File: config.mk
export PLATFORM = sky130hd
export DESIGN_NAME = deque_with_membership_search_core_flat
export DESIGN_NICKNAME = d
export VERILOG_FILES = /design/src/rtl/dwms_pkg.sv /design/src/rtl/dwms_if.sv /design/src/rtl/dwms_ram.sv /design/src/rtl/deque_with_membership_search_core.sv /design/src/flat_wrapper.sv
export SDC_FILE = /design/constraint.sdc
export NUM_CORES = 2
export LEC_CHECK = 0
export ABC_CLOCK_PERIOD_IN_PS = 14500
export BUFFER_PORTS_ARGS = -buffer_cell sky130_fd_sc_hd__buf_2
export CORE_MARGIN = 2
export CORE_UTILIZATION = 50
export CTS_BUF_LIST = sky130_fd_sc_hd__clkbuf_4 sky130_fd_sc_hd__clkbuf_8
export DETAILED_ROUTE_END_ITERATION = 12
export HOLD_SLACK_MARGIN = 0.06
export PLACE_DENSITY = 0.71
export SYNTH_ARGS = -nofsm -noshare
export SYNTH_HDL_FRONTEND = slang
export SYNTH_HIERARCHICAL = 1
export SYNTH_SLANG_ARGS = --single-unit
File: constraint.sdc
create_clock -name i_clk -period 14.5 [get_ports i_clk]
set_clock_uncertainty 0.05 [all_clocks]
set_input_delay 1.45 -clock i_clk [delete_from_list [all_inputs] [get_ports i_clk]]
set_output_delay 1.45 -clock i_clk [all_outputs]
set_load 0.01 [all_outputs]
File: src/rtl/dwms_pkg.sv
// Shared types and constants of the deque with membership search.
package dwms_pkg;

    localparam int FUNC_W   = 2;
    localparam int VALUE_W  = 32;
    localparam int STATUS_W = 2;
    localparam int COUNT_W  = 7;

    typedef enum logic [FUNC_W-1:0] {
        FUNC_PUSH_FRONT = 2'd0,
        FUNC_POP_FRONT  = 2'd1,
        FUNC_POP_BACK   = 2'd2,
        FUNC_SEARCH     = 2'd3
    } t_func;

    typedef enum logic [STATUS_W-1:0] {
        ST_DONE  = 2'd0,
        ST_FULL  = 2'd1,
        ST_EMPTY = 2'd2
    } t_status;

    typedef logic signed [VALUE_W-1:0] t_value;
    typedef logic [COUNT_W-1:0]        t_count;

endpackage

File: src/rtl/dwms_if.sv
// Valid/ready channel interfaces for commands and results.
interface dwms_cmd_if;
    import dwms_pkg::*;

    logic   valid;
    logic   ready;
    t_func  func;
    t_value value;

    modport source (output valid, output func, output value, input ready);
    modport sink   (input valid, input func, input value, output ready);
endinterface

interface dwms_rsp_if;
    import dwms_pkg::*;

    logic    valid;
    logic    ready;
    logic    found;
    t_status status;
    t_count  count;

    modport source (output valid, output found, output status, output count, input ready);
    modport sink   (input valid, input found, input status, input count, output ready);
endinterface

File: src/rtl/dwms_ram.sv
// Element store: one write port, one read port, registered read data.
module dwms_ram #(
    parameter int DEPTH = 64
) (
    input  logic                   i_clk,
    input  logic                   i_we,
    input  logic [((DEPTH > 1) ? $clog2(DEPTH) : 1)-1:0] i_waddr,
    input  dwms_pkg::t_value       i_wdata,
    input  logic                   i_re,
    input  logic [((DEPTH > 1) ? $clog2(DEPTH) : 1)-1:0] i_raddr,
    output dwms_pkg::t_value       o_rdata
);
    import dwms_pkg::*;

    t_value r_mem [DEPTH];
    t_value r_rdata;

    // Write one element
    always_ff @(posedge i_clk) begin
        if (i_we) begin
            r_mem[i_waddr] <= i_wdata;
        end
    end

    // Read one element into the registered read data
    always_ff @(posedge i_clk) begin
        if (i_re) begin
            r_rdata <= r_mem[i_raddr];
        end
    end

    assign o_rdata = r_rdata;

endmodule

File: src/rtl/deque_with_membership_search_core.sv
// Push and pop: result is loaded from S_EXEC once the output slot is free; the next item is accepted after that.
// Search: reads the ring store one element per cycle through its single read port,
// so the walk covers every element held (at most DEPTH) before the result is loaded in S_EXEC
// once the output slot is free; the next item is accepted after that.
// Output register keeps a finished result while the next item is accepted.
// Synchronous active-low reset empties the queue (head 0, count 0); store is not cleared.
module deque_with_membership_search_core #(
    parameter int DEPTH = 64
) (
    input  logic       i_clk,
    input  logic       i_rst_n,
    dwms_cmd_if.sink   i_cmd,
    dwms_rsp_if.source o_rsp
);
    import dwms_pkg::*;

    localparam int AW = (DEPTH > 1) ? $clog2(DEPTH) : 1;
    localparam int CW = $clog2(DEPTH + 1);

    typedef enum logic [1:0] {
        S_IDLE,
        S_WALK,
        S_EXEC
    } t_state;

    t_state          r_state,      n_state;
    logic [AW-1:0]   r_head,       n_head;
    logic [CW-1:0]   r_cnt,        n_cnt;
    logic [AW-1:0]   r_ptr,        n_ptr;
    logic [CW-1:0]   r_left,       n_left;
    logic            r_rd_pend,    n_rd_pend;
    logic            r_found,      n_found;
    t_func           r_func,       n_func;
    t_value          r_value,      n_value;
    logic            r_rsp_valid,  n_rsp_valid;
    logic            r_rsp_found,  n_rsp_found;
    t_status         r_rsp_status, n_rsp_status;
    t_count          r_rsp_count,  n_rsp_count;

    logic            ram_we;
    logic            ram_re;
    logic [AW-1:0]   head_dec;
    t_value          ram_rdata;
    logic            out_free;
    logic            is_full;
    logic            is_empty;

    function automatic logic [AW-1:0] wrap_inc(input logic [AW-1:0] idx);
        logic [AW-1:0] nxt;
        nxt = (idx == AW'(DEPTH - 1)) ? '0 : AW'(idx + AW'(1));
        return nxt;
    endfunction

    assign head_dec = (r_head == '0) ? AW'(DEPTH - 1) : AW'(r_head - AW'(1));
    assign out_free = !r_rsp_valid || o_rsp.ready;
    assign is_full  = (r_cnt == CW'(DEPTH));
    assign is_empty = (r_cnt == '0);

    dwms_ram #(
        .DEPTH(DEPTH)
    ) u_ram (
        .i_clk   (i_clk),
        .i_we    (ram_we),
        .i_waddr (head_dec),
        .i_wdata (r_value),
        .i_re    (ram_re),
        .i_raddr (r_ptr),
        .o_rdata (ram_rdata)
    );

    // Sequence accept, store walk and result hand-off
    always_comb begin
        n_state      = r_state;
        n_head       = r_head;
        n_cnt        = r_cnt;
        n_ptr        = r_ptr;
        n_left       = r_left;
        n_rd_pend    = r_rd_pend;
        n_found      = r_found;
        n_func       = r_func;
        n_value      = r_value;
        n_rsp_valid  = r_rsp_valid;
        n_rsp_found  = r_rsp_found;
        n_rsp_status = r_rsp_status;
        n_rsp_count  = r_rsp_count;
        ram_we       = 1'b0;
        ram_re       = 1'b0;

        // Drop a result once taken
        if (r_rsp_valid && o_rsp.ready) begin
            n_rsp_valid = 1'b0;
        end

        case (r_state)
            S_IDLE: begin
                if (i_cmd.valid) begin
                    n_func    = i_cmd.func;
                    n_value   = i_cmd.value;
                    n_ptr     = r_head;
                    n_left    = r_cnt;
                    n_found   = 1'b0;
                    n_rd_pend = 1'b0;
                    n_state   = (i_cmd.func == FUNC_SEARCH) ? S_WALK : S_EXEC;
                end
            end
            S_WALK: begin
                // Issue one read per cycle, head to tail
                if (r_left != '0) begin
                    ram_re    = 1'b1;
                    n_ptr     = wrap_inc(r_ptr);
                    n_left    = CW'(r_left - CW'(1));
                    n_rd_pend = 1'b1;
                end else begin
                    n_rd_pend = 1'b0;
                end
                // Compare the element read last cycle
                if (r_rd_pend && (ram_rdata == r_value)) begin
                    n_found = 1'b1;
                end
                if ((r_left == '0) && !r_rd_pend) begin
                    n_state = S_EXEC;
                end
            end
            S_EXEC: begin
                // Commit and load the result when the output slot is free
                if (out_free) begin
                    n_rsp_valid  = 1'b1;
                    n_rsp_found  = 1'b0;
                    n_rsp_status = ST_DONE;
                    n_state      = S_IDLE;
                    case (r_func)
                        FUNC_PUSH_FRONT: begin
                            if (is_full) begin
                                n_rsp_status = ST_FULL;
                            end else begin
                                ram_we = 1'b1;
                                n_head = head_dec;
                                n_cnt  = CW'(r_cnt + CW'(1));
                            end
                        end
                        FUNC_POP_FRONT: begin
                            if (is_empty) begin
                                n_rsp_status = ST_EMPTY;
                            end else begin
                                n_head = wrap_inc(r_head);
                                n_cnt  = CW'(r_cnt - CW'(1));
                            end
                        end
                        FUNC_POP_BACK: begin
                            if (is_empty) begin
                                n_rsp_status = ST_EMPTY;
                            end else begin
                                n_cnt = CW'(r_cnt - CW'(1));
                            end
                        end
                        FUNC_SEARCH: begin
                            n_rsp_found = r_found;
                        end
                        default: begin
                            n_rsp_status = ST_DONE;
                        end
                    endcase
                    n_rsp_count = COUNT_W'(n_cnt);
                end
            end
            default: begin
                n_state = S_IDLE;
            end
        endcase
    end

    // Hold state and registered outputs
    always_ff @(posedge i_clk) begin
        if (!i_rst_n) begin
            r_state     <= S_IDLE;
            r_head      <= '0;
            r_cnt       <= '0;
            r_ptr       <= '0;
            r_left      <= '0;
            r_rd_pend   <= 1'b0;
            r_found     <= 1'b0;
            r_rsp_valid <= 1'b0;
        end else begin
            r_state     <= n_state;
            r_head      <= n_head;
            r_cnt       <= n_cnt;
            r_ptr       <= n_ptr;
            r_left      <= n_left;
            r_rd_pend   <= n_rd_pend;
            r_found     <= n_found;
            r_rsp_valid <= n_rsp_valid;
        end
        r_func       <= n_func;
        r_value      <= n_value;
        r_rsp_found  <= n_rsp_found;
        r_rsp_status <= n_rsp_status;
        r_rsp_count  <= n_rsp_count;
    end

    assign i_cmd.ready  = (r_state == S_IDLE);
    assign o_rsp.valid  = r_rsp_valid;
    assign o_rsp.found  = r_rsp_found;
    assign o_rsp.status = r_rsp_status;
    assign o_rsp.count  = r_rsp_count;

endmodule

File: src/flat_wrapper.sv
// flat-port wrapper written by rule: the top's interface ports become plain ports
module deque_with_membership_search_core_flat import dwms_pkg::*;
#(
    parameter int DEPTH = 64
)
  (i_clk, i_rst_n, i_cmd_valid, i_cmd_func, i_cmd_value, i_cmd_ready, o_rsp_valid, o_rsp_found, o_rsp_status, o_rsp_count, o_rsp_ready);
  dwms_cmd_if i_cmd_i ();
  dwms_rsp_if o_rsp_i ();
  input  logic i_clk;
  input  logic i_rst_n;
  input wire logic [$bits(i_cmd_i.valid)-1:0] i_cmd_valid;
  input wire logic [$bits(i_cmd_i.func)-1:0] i_cmd_func;
  input wire logic [$bits(i_cmd_i.value)-1:0] i_cmd_value;
  output wire logic [$bits(i_cmd_i.ready)-1:0] i_cmd_ready;
  output wire logic [$bits(o_rsp_i.valid)-1:0] o_rsp_valid;
  output wire logic [$bits(o_rsp_i.found)-1:0] o_rsp_found;
  output wire logic [$bits(o_rsp_i.status)-1:0] o_rsp_status;
  output wire logic [$bits(o_rsp_i.count)-1:0] o_rsp_count;
  input wire logic [$bits(o_rsp_i.ready)-1:0] o_rsp_ready;
  assign i_cmd_i.valid = i_cmd_valid;
  assign i_cmd_i.func = i_cmd_func;
  assign i_cmd_i.value = i_cmd_value;
  assign i_cmd_ready = i_cmd_i.ready;
  assign o_rsp_valid = o_rsp_i.valid;
  assign o_rsp_found = o_rsp_i.found;
  assign o_rsp_status = o_rsp_i.status;
  assign o_rsp_count = o_rsp_i.count;
  assign o_rsp_i.ready = o_rsp_ready;
  deque_with_membership_search_core #(.DEPTH(DEPTH)) u_core (.i_clk(i_clk), .i_rst_n(i_rst_n), .i_cmd(i_cmd_i), .o_rsp(o_rsp_i));
endmodule
==> results_tabular.tex <==
\begin{tabular}{lr}
\hline
Metric & Value \\
\hline
\multicolumn{2}{l}{\textbf{Route}} \\
First-pass iteration count of the detailed router & 8 \\
Post-detailed-route count of antenna-violating nets & 0 \\
Routed vias & 41,200 \\
Avg Vias per Cell & 6.37 \\
Number of violations reported at the end of detailed-routing iteration 0 & 5,987 \\
Final wirelength & 203 mm \\
DRC violation count after routing & 0 \\
Wire per inst & 31.4 um \\
\multicolumn{2}{l}{\textbf{Clock tree}} \\
Number of hold buffers added after cts & 0 \\
Total clock buffers created by CTS & 342 \\
Clk Tree Root Cell & sky130\_fd\_sc\_hd\_\_clkbuf\_8 \\
Number of buffers added for setup after CTS & 0 \\
TritonCTS clock tree & yes \\
Count of cells resized by post-cts repair & 0 \\
Latest clock arrival within the worst-skew pair & a little over 1 ns \\
Clock transition at path regs & 0.06 ns \\
H-Tree Level Count & 5 \\
Maximum clock path buffer count & 4 \\
CTS Sinks & 2,155 \\
\multicolumn{2}{l}{\textbf{Power and ir drop}} \\
Switching Share & 0.223 \\
Sequential share of power & 0.554 \\
Power density relative to cell area & around 140 nW/um2 \\
LEAKAGE & 0.0279 uW \\
Combinational power share & 0.064 \\
Internal cell power & 9710 uW \\
Switching power total & 2780 uW \\
Peak ir drop on the vdd network & 0.000110 V \\
Part of the power in the clock network & 0.382 \\
\multicolumn{2}{l}{\textbf{Yosys}} \\
Net count after synthesis & 3,804 \\
Sequential share of the synthesized area & 0.777 \\
Cell count after synthesis & 3,753 \\
Post-synth design cell area & approximately 83,000 um2 \\
Area share of the largest cell type after synthesis & 0.769 \\
Most common cell in the synthesized netlist & sky130\_fd\_sc\_hd\_\_edfxtp\_1 \\
Unique masters post-synth & 63 \\
Cell types with the largest area share after synthesis & sky130\_fd\_sc\_hd\_\_edfxtp\_1 (77\%), sky130\_fd\_sc\_hd\_\_mux4\_2 (15\%), sky130\_fd\_sc\_hd\_\_mux2i\_1 (1.1\%) \\
Syn Area/Cell & 22.1 um2 \\
Post-synth top cells & sky130\_fd\_sc\_hd\_\_edfxtp\_1 (2,124), sky130\_fd\_sc\_hd\_\_mux4\_2 (544), sky130\_fd\_sc\_hd\_\_nor2\_1 (165), sky130\_fd\_sc\_hd\_\_clkbuf\_1 (95), sky130\_fd\_sc\_hd\_\_mux2i\_1 (94) \\
Commonest register cell after synthesis & sky130\_fd\_sc\_hd\_\_edfxtp\_1 \\
Number of warnings issued by yosys & 6 \\
Library cell with the largest summed area after synthesis & sky130\_fd\_sc\_hd\_\_edfxtp\_1 \\
FF+latch count, synth & 2,155 \\
Number of enable flip-flop cells after synthesis & 2,124 \\
Fraction of registers with async set/reset & 0 \\
\multicolumn{2}{l}{\textbf{Worst setup path}} \\
Slowest CP cell & sky130\_fd\_sc\_hd\_\_buf\_4 \\
Path depth of the worst reg2reg path & 8 \\
CP Data Required Time & 15.18 ns \\
Critical path data arrival time & 6.15 ns \\
FF-to-FF End & u\_core/u\_ram/o\_rdata[19] \\
Max incr delay on CP & 0.75 ns \\
Most used cell along the critical path & sky130\_fd\_sc\_hd\_\_buf\_4 \\
Worst path cell trace & buf\_4 > buf\_4 > buf\_4 > buf\_4 > mux4\_2 > mux4\_2 > o22ai\_1 > nor2\_1 \\
CP bufs+invs & 4 \\
Type of origin of the critical path & flip-flop \\
Cell family with most CP delay & buffers and inverters \\
CP Depth & 8 \\
Worst-path maximum fanout & between 40 and 50 \\
FF-to-FF setup slack & 9.03 ns \\
Source of the worst register-to-register timing path & u\_core/r\_ptr[1] \\
Classification of the worst setup path & flip-flop to flip-flop \\
Crit end category & flip-flop \\
\multicolumn{2}{l}{\textbf{Place}} \\
Port Buffer Count & $\sim$50 \\
Total placed cells including tap cells & 5,896 \\
Cell area after placement & 86,300 um2 \\
Global placement routability congestion & 0.946 \\
DPL Wire Length & between 100 and 150 mm \\
\multicolumn{2}{l}{\textbf{Cells and area}} \\
Fin util & 0.561 \\
Proportion of layout cells with a drive suffix above 1 & 0.300 \\
Area grow syn2layout & 11.5\% \\
Non-filler cells, final & 6,472 \\
Nets & approximately 4,100 \\
Final Cell Area & 92,400 um2 \\
Footprint of the multi-input gates & approximately 18,000 um2 \\
Reg area & 64,400 um2 \\
Fillers & 12,000 \\
\multicolumn{2}{l}{\textbf{Timing}} \\
Fin. max-slew vios & 0 \\
Upper clock frequency limit & 183 MHz \\
RSZ-0062 raised after global routing & false \\
Period utilization & 0.377 \\
Setup TNS & 0 ns \\
Relative slew slack & 0.137 \\
Post-layout minimum cycle time & 5.47 ns \\
Final number of setup-violating endpoints & 0 \\
Final-report hold violation count & 0 \\
Actual slew at the worst max-slew pin & 1.28 ns \\
\multicolumn{2}{l}{\textbf{Floorplan}} \\
Initial core utilization & 0.503 \\
Die outline width & 411 um \\
Die area & 169,000 um2 \\
I/O pin count & 50 \\
Total core area & 165,000 um2 \\
Row Count & 149 \\
Vertical die dimension & 411 um \\
\multicolumn{2}{l}{\textbf{Worst hold path}} \\
Startpoint of the lowest-slack hold path & u\_core/o\_rsp.valid \\
Hold-critical path endpoint & u\_core/o\_rsp.valid \\
Type of the most critical hold path & flip-flop to flip-flop \\
Number of cells traversed by the worst hold path & 2 \\
\multicolumn{2}{l}{\textbf{GRT}} \\
Total gr overflow & 0 \\
Combined global-route utilization of all metal layers & 0.239 \\
Antenna violations before repair & 6 \\
Number of global-route vias before repair & 40,200 \\
Wire length of the first global-routing pass & 287 mm \\
Maximum number of pins on one net before global-route repair & about 100 \\
\multicolumn{2}{l}{\textbf{Flow run}} \\
Number of violations of the max-capacitance limit & 0 \\
\multicolumn{2}{l}{\textbf{Run status}} \\
Outcome & finished clean \\
\hline
\end{tabular}
## worst max-delay path by stage
| stage | from | endpoint | slack [ns] |
|---|---|---|---|
| global placement | u_core/r_ptr[0] | u_core/u_ram/o_rdata[10] | 9.05 |
| detailed placement | o_rsp_ready | u_core/u_ram/r_mem[30][24] | 9.00 |
| finish | u_core/r_ptr[1] | u_core/u_ram/o_rdata[19] | 9.03 |
| floorplan | o_rsp_ready | u_core/u_ram/r_mem[48][0] | 9.49 |
| CTS | u_core/r_ptr[0] | u_core/u_ram/o_rdata[10] | 9.05 |
| global route | u_core/r_ptr[0] | u_core/u_ram/o_rdata[10] | 8.67 |
## power by group through the flow
stage	sequential, uW	combinational [uW]	clock [uW]
4_1_cts	6920	802	4840
5_1_grt	6910	838	5100
3_3_place_gp	7050	787	0
2_1_floorplan	7090	461	0
3_5_place_dp	7050	800	0
6_report	6920	804	4770
## through the flow
| step | hold WS (ns) | worst slack (ns) | power, uW |
|---|---|---|---|
| final | 0.451 | 9.03 | 12500 |
| after floorplan | 0.385 | 9.49 | 7550 |
| after detailed placement | 0.441 | 9.00 | 7850 |
| after global routing | 0.486 | 8.67 | 12900 |
| after global placement | 0.436 | 9.05 | 7830 |
| after CTS | 0.449 | 9.05 | 12600 |
## per-layer routing
metal / vias up / GRT usage / wire, um
met4: 0 / 0.0901 / 7310
met5: - / 0 / 0
met2: 2415 / 0.369 / 96600
met1: 21900 / 0.337 / 77700
li1: 16500 / - / -
met3: 384 / 0.0556 / 21300
## worst register-to-register path: cells and delay by family (launching register included)
family | cells | cell delay [ns]
AO/OA/AOI/OAI | 1 | 0.52
buffers and inverters | 4 | 3.07
multiplexers | 2 | 1.02
AND/OR/NAND/NOR | 1 | 0.11
flip-flops | 1 | 0.44
## kinds of logic after synthesis
family | Yosys count | share of synthesized area
XOR/XNOR | 36 | 0.00380
AND/OR/NAND/NOR | 366 | 0.0206
multiplexers | 638 | 0.159
AO/OA/AOI/OAI | 317 | 0.0248
buffers and inverters | 228 | 0.0129
adder cells (fa/ha/maj) | 13 | 0.00196
flip-flops | 2155 | 0.777
## cell usage in the layout (no fill, tap or decap), drive strengths merged, types with 6 or more instances in the layout
cell type     n
o22ai        86
nor4          7
ha           13
nand4        10
a21oi        91
a211oi        6
diode         6
nor2        165
or3           7
clkbuf      448
edfxtp     2124
xor2         10
a311oi       10
mux4        544
xnor2        26
o21ai        35
o31ai         7
and3          8
a31oi         9
nand2        67
nor3         19
inv          25
mux2i        94
nand3        19
nand2b       14
clkinv      112
buf         160
a22oi        13
nor2b        22
dfxtp        31
o221ai       29
## layout make-up
type / instances / area share
clock inverter: 122 / 0.00666
inverter: 22 / 0.000893
antenna: 6 / 0.000162
timing repair buffer: 160 / 0.0122
multi-input combinational: 1370 / 0.194
tap: 2189 / 0.0296
clock buffer: 448 / 0.0599
sequential: 2155 / 0.697
## registers in the layout, indices dropped and copies added, names as in the netlist
| signal | cells |
|---|---|
| u_core/r_rd_pend | 1 |
| u_core/u_ram/o_rdata | 32 |
| u_core/r_found | 1 |
| u_core/r_value | 32 |
| u_core/o_rsp.status | 2 |
| u_core/o_rsp.count | 7 |
| u_core/r_cnt | 7 |
| u_core/r_state | 2 |
| u_core/r_ptr | 6 |
| u_core/r_func | 2 |
| u_core/o_rsp.found | 1 |
| u_core/u_ram/r_mem | 2048 |
| u_core/o_rsp.valid | 1 |
| u_core/r_head | 6 |
| u_core/r_left | 7 |
Power figures use the tool's default switching activity.
